===== src/design/lsh_pkg.sv =====
// Shared constants and types of the line splitter and hasher.
package lsh_pkg;

    localparam logic [63:0] HASH_SEED   = 64'h0000_0000_00F0_0BA8;
    localparam logic [63:0] HASH_FACTOR = 64'h8BAD_F00D_DEAD_BEEF;
    localparam logic [7:0]  BYTE_CR     = 8'h0D;
    localparam logic [7:0]  BYTE_LF     = 8'h0A;
    localparam logic [31:0] LEN_MAX     = 32'hFFFF_FFFF;

    localparam logic CMD_DATA = 1'b0;
    localparam logic CMD_END  = 1'b1;

    typedef struct packed {
        logic [47:0] offset;
        logic [31:0] length;
        logic [63:0] hash;
        logic        final_line;
    } t_line;

endpackage


===== src/design/lsh_hash_step.sv =====
// One multiply-xor hash step: hash * factor mod 2^64, xor sign-extended byte.
module lsh_hash_step (
    input  logic [63:0] i_hash,
    input  logic [7:0]  i_byte,
    output logic [63:0] o_hash
);

    localparam logic [31:0] K_LO = lsh_pkg::HASH_FACTOR[31:0];
    localparam logic [31:0] K_HI = lsh_pkg::HASH_FACTOR[63:32];

    logic [63:0] p_ll;
    logic [31:0] p_hl;
    logic [31:0] p_lh;
    logic [31:0] cross_sum;
    logic [63:0] product;
    logic [63:0] ext;

    // Only the low 64 bits of the product matter: high x high drops out.
    assign p_ll      = {32'd0, i_hash[31:0]} * {32'd0, K_LO};
    assign p_hl      = i_hash[63:32] * K_LO;
    assign p_lh      = i_hash[31:0] * K_HI;
    assign cross_sum = p_hl + p_lh;
    assign product   = p_ll + {cross_sum, 32'd0};
    assign ext       = {{56{i_byte[7]}}, i_byte};
    assign o_hash    = product ^ ext;

endmodule


===== src/design/lsh_line_tracker.sv =====
// Open-line state, line end detection and the emitted line record.
module lsh_line_tracker (
    input  logic                 i_clk,
    input  logic                 i_rst_n,
    input  logic                 i_advance,
    input  logic                 i_command,
    input  logic [7:0]           i_data_byte,
    output logic                 o_produce,
    output lsh_pkg::t_line       o_line
);

    logic [63:0] r_hash;
    logic [31:0] r_len;
    logic [47:0] r_start;
    logic [47:0] r_pos;
    logic        r_cr;

    logic [63:0] n_hash;
    logic [31:0] n_len;
    logic [47:0] n_start;
    logic [47:0] n_pos;
    logic        n_cr;

    logic        is_end;
    logic        is_lf;
    logic        is_cr;
    logic        cut_before;
    logic [63:0] base_hash;
    logic [31:0] base_len;
    logic [47:0] base_start;
    logic [63:0] step_hash;
    logic [31:0] step_len;
    logic [47:0] pos_inc;

    assign is_end     = (i_command == lsh_pkg::CMD_END);
    assign is_lf      = (i_data_byte == lsh_pkg::BYTE_LF);
    assign is_cr      = (i_data_byte == lsh_pkg::BYTE_CR);
    // A byte other than LF after a CR closes the line before that byte.
    assign cut_before = r_cr && !is_lf;

    assign base_hash  = cut_before ? lsh_pkg::HASH_SEED : r_hash;
    assign base_len   = cut_before ? 32'd0 : r_len;
    assign base_start = cut_before ? r_pos : r_start;

    lsh_hash_step u_hash_step (
        .i_hash (base_hash),
        .i_byte (i_data_byte),
        .o_hash (step_hash)
    );

    assign step_len = (base_len == lsh_pkg::LEN_MAX) ? lsh_pkg::LEN_MAX : base_len + 32'd1;
    assign pos_inc  = r_pos + 48'd1;

    assign o_produce = is_end || is_lf || cut_before;

    always_comb begin
        o_line = '0;
        priority if (is_end) begin
            o_line.offset     = r_start;
            o_line.length     = r_len;
            o_line.hash       = r_hash;
            o_line.final_line = 1'b1;
        end else if (cut_before) begin
            o_line.offset     = r_start;
            o_line.length     = r_len;
            o_line.hash       = r_hash;
            o_line.final_line = 1'b0;
        end else begin
            o_line.offset     = base_start;
            o_line.length     = step_len;
            o_line.hash       = step_hash;
            o_line.final_line = 1'b0;
        end
    end

    always_comb begin
        priority if (is_end) begin
            n_hash  = lsh_pkg::HASH_SEED;
            n_len   = 32'd0;
            n_start = 48'd0;
            n_pos   = 48'd0;
            n_cr    = 1'b0;
        end else if (is_lf) begin
            // LF closes the line after itself; open a new one at the next byte
            n_hash  = lsh_pkg::HASH_SEED;
            n_len   = 32'd0;
            n_start = pos_inc;
            n_pos   = pos_inc;
            n_cr    = 1'b0;
        end else begin
            n_hash  = step_hash;
            n_len   = step_len;
            n_start = base_start;
            n_pos   = pos_inc;
            n_cr    = is_cr;
        end
    end

    always_ff @(posedge i_clk) begin
        if (!i_rst_n) begin
            r_hash  <= lsh_pkg::HASH_SEED;
            r_len   <= 32'd0;
            r_start <= 48'd0;
            r_pos   <= 48'd0;
            r_cr    <= 1'b0;
        end else if (i_advance) begin
            r_hash  <= n_hash;
            r_len   <= n_len;
            r_start <= n_start;
            r_pos   <= n_pos;
            r_cr    <= n_cr;
        end
    end

endmodule


===== src/design/line_splitter_hasher.sv =====
// A closing transaction passes the input register, then the tracker, and its line is
// stored in the output register; the line of a lone CR closes only when the next transaction arrives.
// Throughput: one transaction per cycle while no closed line waits on a stalled output,
// set by the combinational multiply-xor recurrence of the open line's hash in lsh_hash_step.
// Bytes that close no line keep flowing while a finished line waits at the output.
// Reset (i_rst_n low, synchronous) empties both registers, clears the stream
// position and opens an empty line with the seed hash.
module line_splitter_hasher (
    input  logic        i_clk,
    input  logic        i_rst_n,
    input  logic        i_in_valid,
    output logic        o_in_ready,
    input  logic        i_command,
    input  logic [7:0]  i_data_byte,
    output logic        o_out_valid,
    input  logic        i_out_ready,
    output logic [47:0] o_line_offset,
    output logic [31:0] o_line_length,
    output logic [63:0] o_line_hash,
    output logic        o_final_line
);

    logic           r_in_valid;
    logic           r_command;
    logic [7:0]     r_data_byte;
    logic           r_out_valid;
    lsh_pkg::t_line r_line;

    logic           produce;
    logic           out_free;
    logic           advance;
    lsh_pkg::t_line line;

    lsh_line_tracker u_tracker (
        .i_clk       (i_clk),
        .i_rst_n     (i_rst_n),
        .i_advance   (advance),
        .i_command   (r_command),
        .i_data_byte (r_data_byte),
        .o_produce   (produce),
        .o_line      (line)
    );

    assign out_free   = !r_out_valid || i_out_ready;
    // Bytes that close no line pass even while the output stalls.
    assign advance    = r_in_valid && (!produce || out_free);
    assign o_in_ready = !r_in_valid || advance;

    always_ff @(posedge i_clk) begin
        if (!i_rst_n) begin
            r_in_valid <= 1'b0;
        end else if (o_in_ready) begin
            r_in_valid <= i_in_valid;
        end
    end

    always_ff @(posedge i_clk) begin
        if (i_in_valid && o_in_ready) begin
            r_command   <= i_command;
            r_data_byte <= i_data_byte;
        end
    end

    always_ff @(posedge i_clk) begin
        if (!i_rst_n) begin
            r_out_valid <= 1'b0;
        end else if (advance && produce) begin
            r_out_valid <= 1'b1;
        end else if (i_out_ready) begin
            r_out_valid <= 1'b0;
        end
    end

    always_ff @(posedge i_clk) begin
        if (advance && produce) begin
            r_line <= line;
        end
    end

    assign o_out_valid   = r_out_valid;
    assign o_line_offset = r_line.offset;
    assign o_line_length = r_line.length;
    assign o_line_hash   = r_line.hash;
    assign o_final_line  = r_line.final_line;

endmodule


===== config.mk =====
export PLATFORM = sky130hd
export DESIGN_NAME = line_splitter_hasher
export DESIGN_NICKNAME = d
export VERILOG_FILES = /design/src/design/lsh_pkg.sv /design/src/design/lsh_hash_step.sv /design/src/design/lsh_line_tracker.sv /design/src/design/line_splitter_hasher.sv
export SDC_FILE = /design/constraint.sdc
export NUM_CORES = 2
export LEC_CHECK = 0
export BUFFER_PORTS_ARGS = -buffer_cell sky130_fd_sc_hd__buf_4
export CORE_ASPECT_RATIO = 0.6
export CORE_MARGIN = 2
export CORE_UTILIZATION = 60
export CTS_CLUSTER_SIZE = 25
export DETAILED_ROUTE_END_ITERATION = 16
export GPL_TIMING_DRIVEN = 0
export PLACE_DENSITY = 0.76
export SETUP_SLACK_MARGIN = 0.2
export SLEW_MARGIN = 10
export SYNTH_ARGS = -nofsm -noshare
export SYNTH_HDL_FRONTEND = slang
export SYNTH_HIERARCHICAL = 1
export SYNTH_SLANG_ARGS = --single-unit

===== constraint.sdc =====
create_clock -name i_clk -period 31.5 [get_ports i_clk]
set_clock_uncertainty 0.1 [all_clocks]
set_input_delay 3.15 -clock i_clk [delete_from_list [all_inputs] [get_ports i_clk]]
set_output_delay 3.15 -clock i_clk [all_outputs]
set_load 0.02 [all_outputs]

==> metrics.md <==
| Metric | Value |
|---|---|
| Status | `complete, no violations` |
| Reg-to-Reg Start | `r_data_byte[7]$_DFFE_PP_` |
| Commonest non-fill, non-tap cell in the layout | `inv_1` |
| Placed Area | `58200 um2` |
| First-pass GRT wire length | `between 300000 and 400000 um` |
| Yosys warning count | `6` |
| Number of synthesized flops with an enable pin | `154` |
| WP data required | `31.76 ns` |
| CTS Buffer Depth | `3` |
| Reg2reg end | `o_line_hash[63]$_DFFE_PP_` |
| Grt ovf | `0` |
| Synthesized area | `roughly 55000 um2` |
| Hold Crit Class | `register to register` |
| Die area | `94900 um2` |
| Syn avg cell area | `9.79 um2` |
| Worst EP arrival | `16.68 ns` |
| Mapped Cells | `5661` |
| Synth top area share | `a little under two fifths` |
| Die height | `239 um` |
| HPWL Detailed | `roughly 180000 um` |
| Ys async rst share | `0%` |
| Proportion of layout cells with a drive suffix above 1 | `under 10%` |
| Vias per cell | `6.10` |
| CTS clock-pin slew for the worst setup and hold paths | `0.08 ns` |
| FF+latch count, synth | `349` |
| Worst slew pin tran | `1.41 ns` |
| CTS Buf Count | `30` |
| Final ANT Viol Nets | `0` |
| CP max FO | `10` |
| Reg-to-reg setup timing slack | `15.08 ns` |
| Clock latency on the worst-skew pair | `about 0.6 ns` |
| Kind of critical path | `register to register` |
| First-pass detailed-route iteration total | `9` |
| Largest net degree at the start of global routing | `34` |
| Final Instance Area | `59200 um2` |
| Critical Path Start | `r_data_byte[7]$_DFFE_PP_` |
| Slew Limit Fails | `0` |
| Setup tns final | `0 ns` |
| Vias in the first global route | `42762` |
| Most used cell along the critical path | `fa_1` |
| Clk sinks | `349` |
| Core ar. | `91700 um2` |
| Fin crit share | `a little over half` |
| Via Count | `between 40000 and 50000` |
| RSZ-0062 raised after global routing | `no` |
| Crit. End Element | `register` |
| Root buf cell | `clkbuf_16` |
| WL/cell | `29.6 um` |
| Initial antenna violation count | `6` |
| Final hold slack | `0.366 ns` |
| Endpoints failing hold | `0` |
| GRT Overall Usage | `45.3%` |
| Drt drc | `0` |
| H-tree depth | `1` |
| Routed WL | `roughly 210000 um` |
| Seq/Total Area, Yosys | `15.4%` |
| Post-CTS Hold Buffers | `0` |
| Synthesis-to-layout area growth | `6.81%` |
| Die extent in x | `396 um` |
| Slowest-stage cell, CP | `edfxtp_1` |
| Syn nets | `about 7400` |
| Endpoints failing setup | `0` |
| Minimum clock period | `16.42 ns` |
| Nets | `~7600` |
| Initial core utilization | `60.4%` |
| CP Capture Point | `o_line_hash[63]$_DFFE_PP_` |
| Most frequent cells in the layout | `inv_1, fa_1, ha_1` |
| Top cells by area, synth | `fa_1, ha_1, inv_1, edfxtp_1, dfxtp_1` |
| Gpl congestion | `around 1.1` |
| Cell accounting for the most synthesized area | `fa_1` |
| Worst-case reg-to-reg path depth | `51` |
| Fmax | `between 0.06 and 0.07 GHz` |
| Library cells used by synthesis | `95` |
| CTS tree | `yes` |
| Max-cap violations | `0` |
| Post-CTS Setup Bufs | `0` |
| Slew margin rel. | `6.20%` |
| Main synth FF type | `dfxtp_1` |
| DRT iter0 DRCs | `6167` |
| I/O Buffers | `159` |
| Boundary Pins | `160` |
| Cell Rows | `86` |
| Worst path max stage delay | `0.74 ns` |
| Post-cts repair resize count | `0` |
| CP Launch Type | `register` |
[area by class of cell]
| cell class | instances | area, um2 |
|---|---|---|
| multi-input cells | 3631 | 40600 |
| fillers | 7676 | 32500 |
| flip-flops and latches | 349 | 8530 |
| inverters | 1474 | 5530 |
| well taps | 1232 | 1540 |
| repair buffers | 163 | 1270 |
| plain buffers | 207 | 818 |
| clock buffers | 37 | 777 |
| clock inverters | 18 | 139 |
| diodes | 8 | 20.0 |
[Yosys cell counts, types with 6 or more instances]
| library cell | count |
|---|---|
| o21bai_1 | 14 |
| a22oi_1 | 66 |
| inv_1 | 1473 |
| a21boi_0 | 7 |
| o21a_1 | 15 |
| and2_1 | 77 |
| ha_1 | 625 |
| nand4_1 | 37 |
| nand2_1 | 378 |
| nor2_1 | 175 |
| nand2b_1 | 26 |
| clkbuf_1 | 168 |
| o31a_1 | 8 |
| a21o_1 | 59 |
| nor2b_1 | 19 |
| fa_1 | 1059 |
| o31ai_1 | 15 |
| or3_1 | 19 |
| o211ai_1 | 7 |
| buf_1 | 19 |
| nand3_1 | 66 |
| nor4_1 | 19 |
| o21ai_0 | 178 |
| a31oi_1 | 49 |
| edfxtp_1 | 154 |
| o22ai_1 | 16 |
| xor2_1 | 69 |
| or2_2 | 6 |
| and3_1 | 36 |
| nor3_1 | 51 |
| buf_2 | 15 |
| dfxtp_1 | 195 |
| a21oi_1 | 208 |
| o2bb2ai_1 | 6 |
| and4_1 | 20 |
| xnor2_1 | 168 |
| a211oi_1 | 8 |
| o311ai_0 | 12 |
| a221o_1 | 8 |
[cell families after synthesis]
kind of cell / count (synthesis) / synth area share [%]
compound gates: 740 / 8.47
xor+xnor: 237 / 3.75
fa+ha+maj: 1684 / 52.4
buf+inv: 1681 / 11.5
flops: 349 / 15.4
mux: 7 / 0.131
simple gates: 963 / 8.45
[worst max-delay path, delay by kind of cell, from the launching register on]
family,cells,cell delay (ns)
compound gates,8,1.61
buf+inv,12,2.68
simple gates,13,3.34
fa+ha+maj,15,6.80
xor+xnor,3,0.86
flops,1,0.74
[sequential cells by signal (all words and copies together), names as in the netlist]
register and flops:
u_tracker/r_hash 64, u_tracker/r_len 32, r_data_byte 8, o_final_line 1, u_tracker/r_start 48, r_in_valid 1, o_line_length 32, r_command 1
u_tracker/r_cr 1, u_tracker/r_pos 48, o_line_hash 64, o_line_offset 48, o_out_valid 1
[stage by stage]
stage / instances / setup WS, ns / util (%)
after floorplan: 5661 / 18.92 / -
after global placement: 7052 / 15.79 / 63.4
after detailed placement: 7056 / 15.69 / 63.5
after CTS: 7111 / 15.63 / 64.5
after global routing: 7111 / 14.65 / 64.5
final: 7119 / 15.08 / 64.6
[routing by layer]
layer	vias up	track usage, %	wire [um]
met3	291	27.0	42000
met5	-	1.38	377
met2	3273	53.9	73500
li1	18070	-	-
met1	21771	68.6	89400
met4	6	8.98	5150
[worst min-delay path by stage]
stage | startpoint | end | slack [ns] | cells after the start
finish | u_tracker/r_start[17]$_SDFFE_PN0P_ | u_tracker/r_start[17]$_SDFFE_PN0P_ | 0.37 | 2
global route | u_tracker/r_start[13]$_SDFFE_PN0P_ | u_tracker/r_start[13]$_SDFFE_PN0P_ | 0.38 | 2
CTS | u_tracker/r_start[17]$_SDFFE_PN0P_ | u_tracker/r_start[17]$_SDFFE_PN0P_ | 0.37 | 2
detailed placement | u_tracker/r_start[17]$_SDFFE_PN0P_ | u_tracker/r_start[17]$_SDFFE_PN0P_ | 0.35 | 2
global placement | u_tracker/r_start[23]$_SDFFE_PN0P_ | u_tracker/r_start[23]$_SDFFE_PN0P_ | 0.34 | 2
floorplan | u_tracker/r_start[17]$_SDFFE_PN0P_ | u_tracker/r_start[17]$_SDFFE_PN0P_ | 0.32 | 2
Power is left out: the tool's default activity adds up to more than one toggle a clock period on the data nets, which glitch-free logic cannot reach.
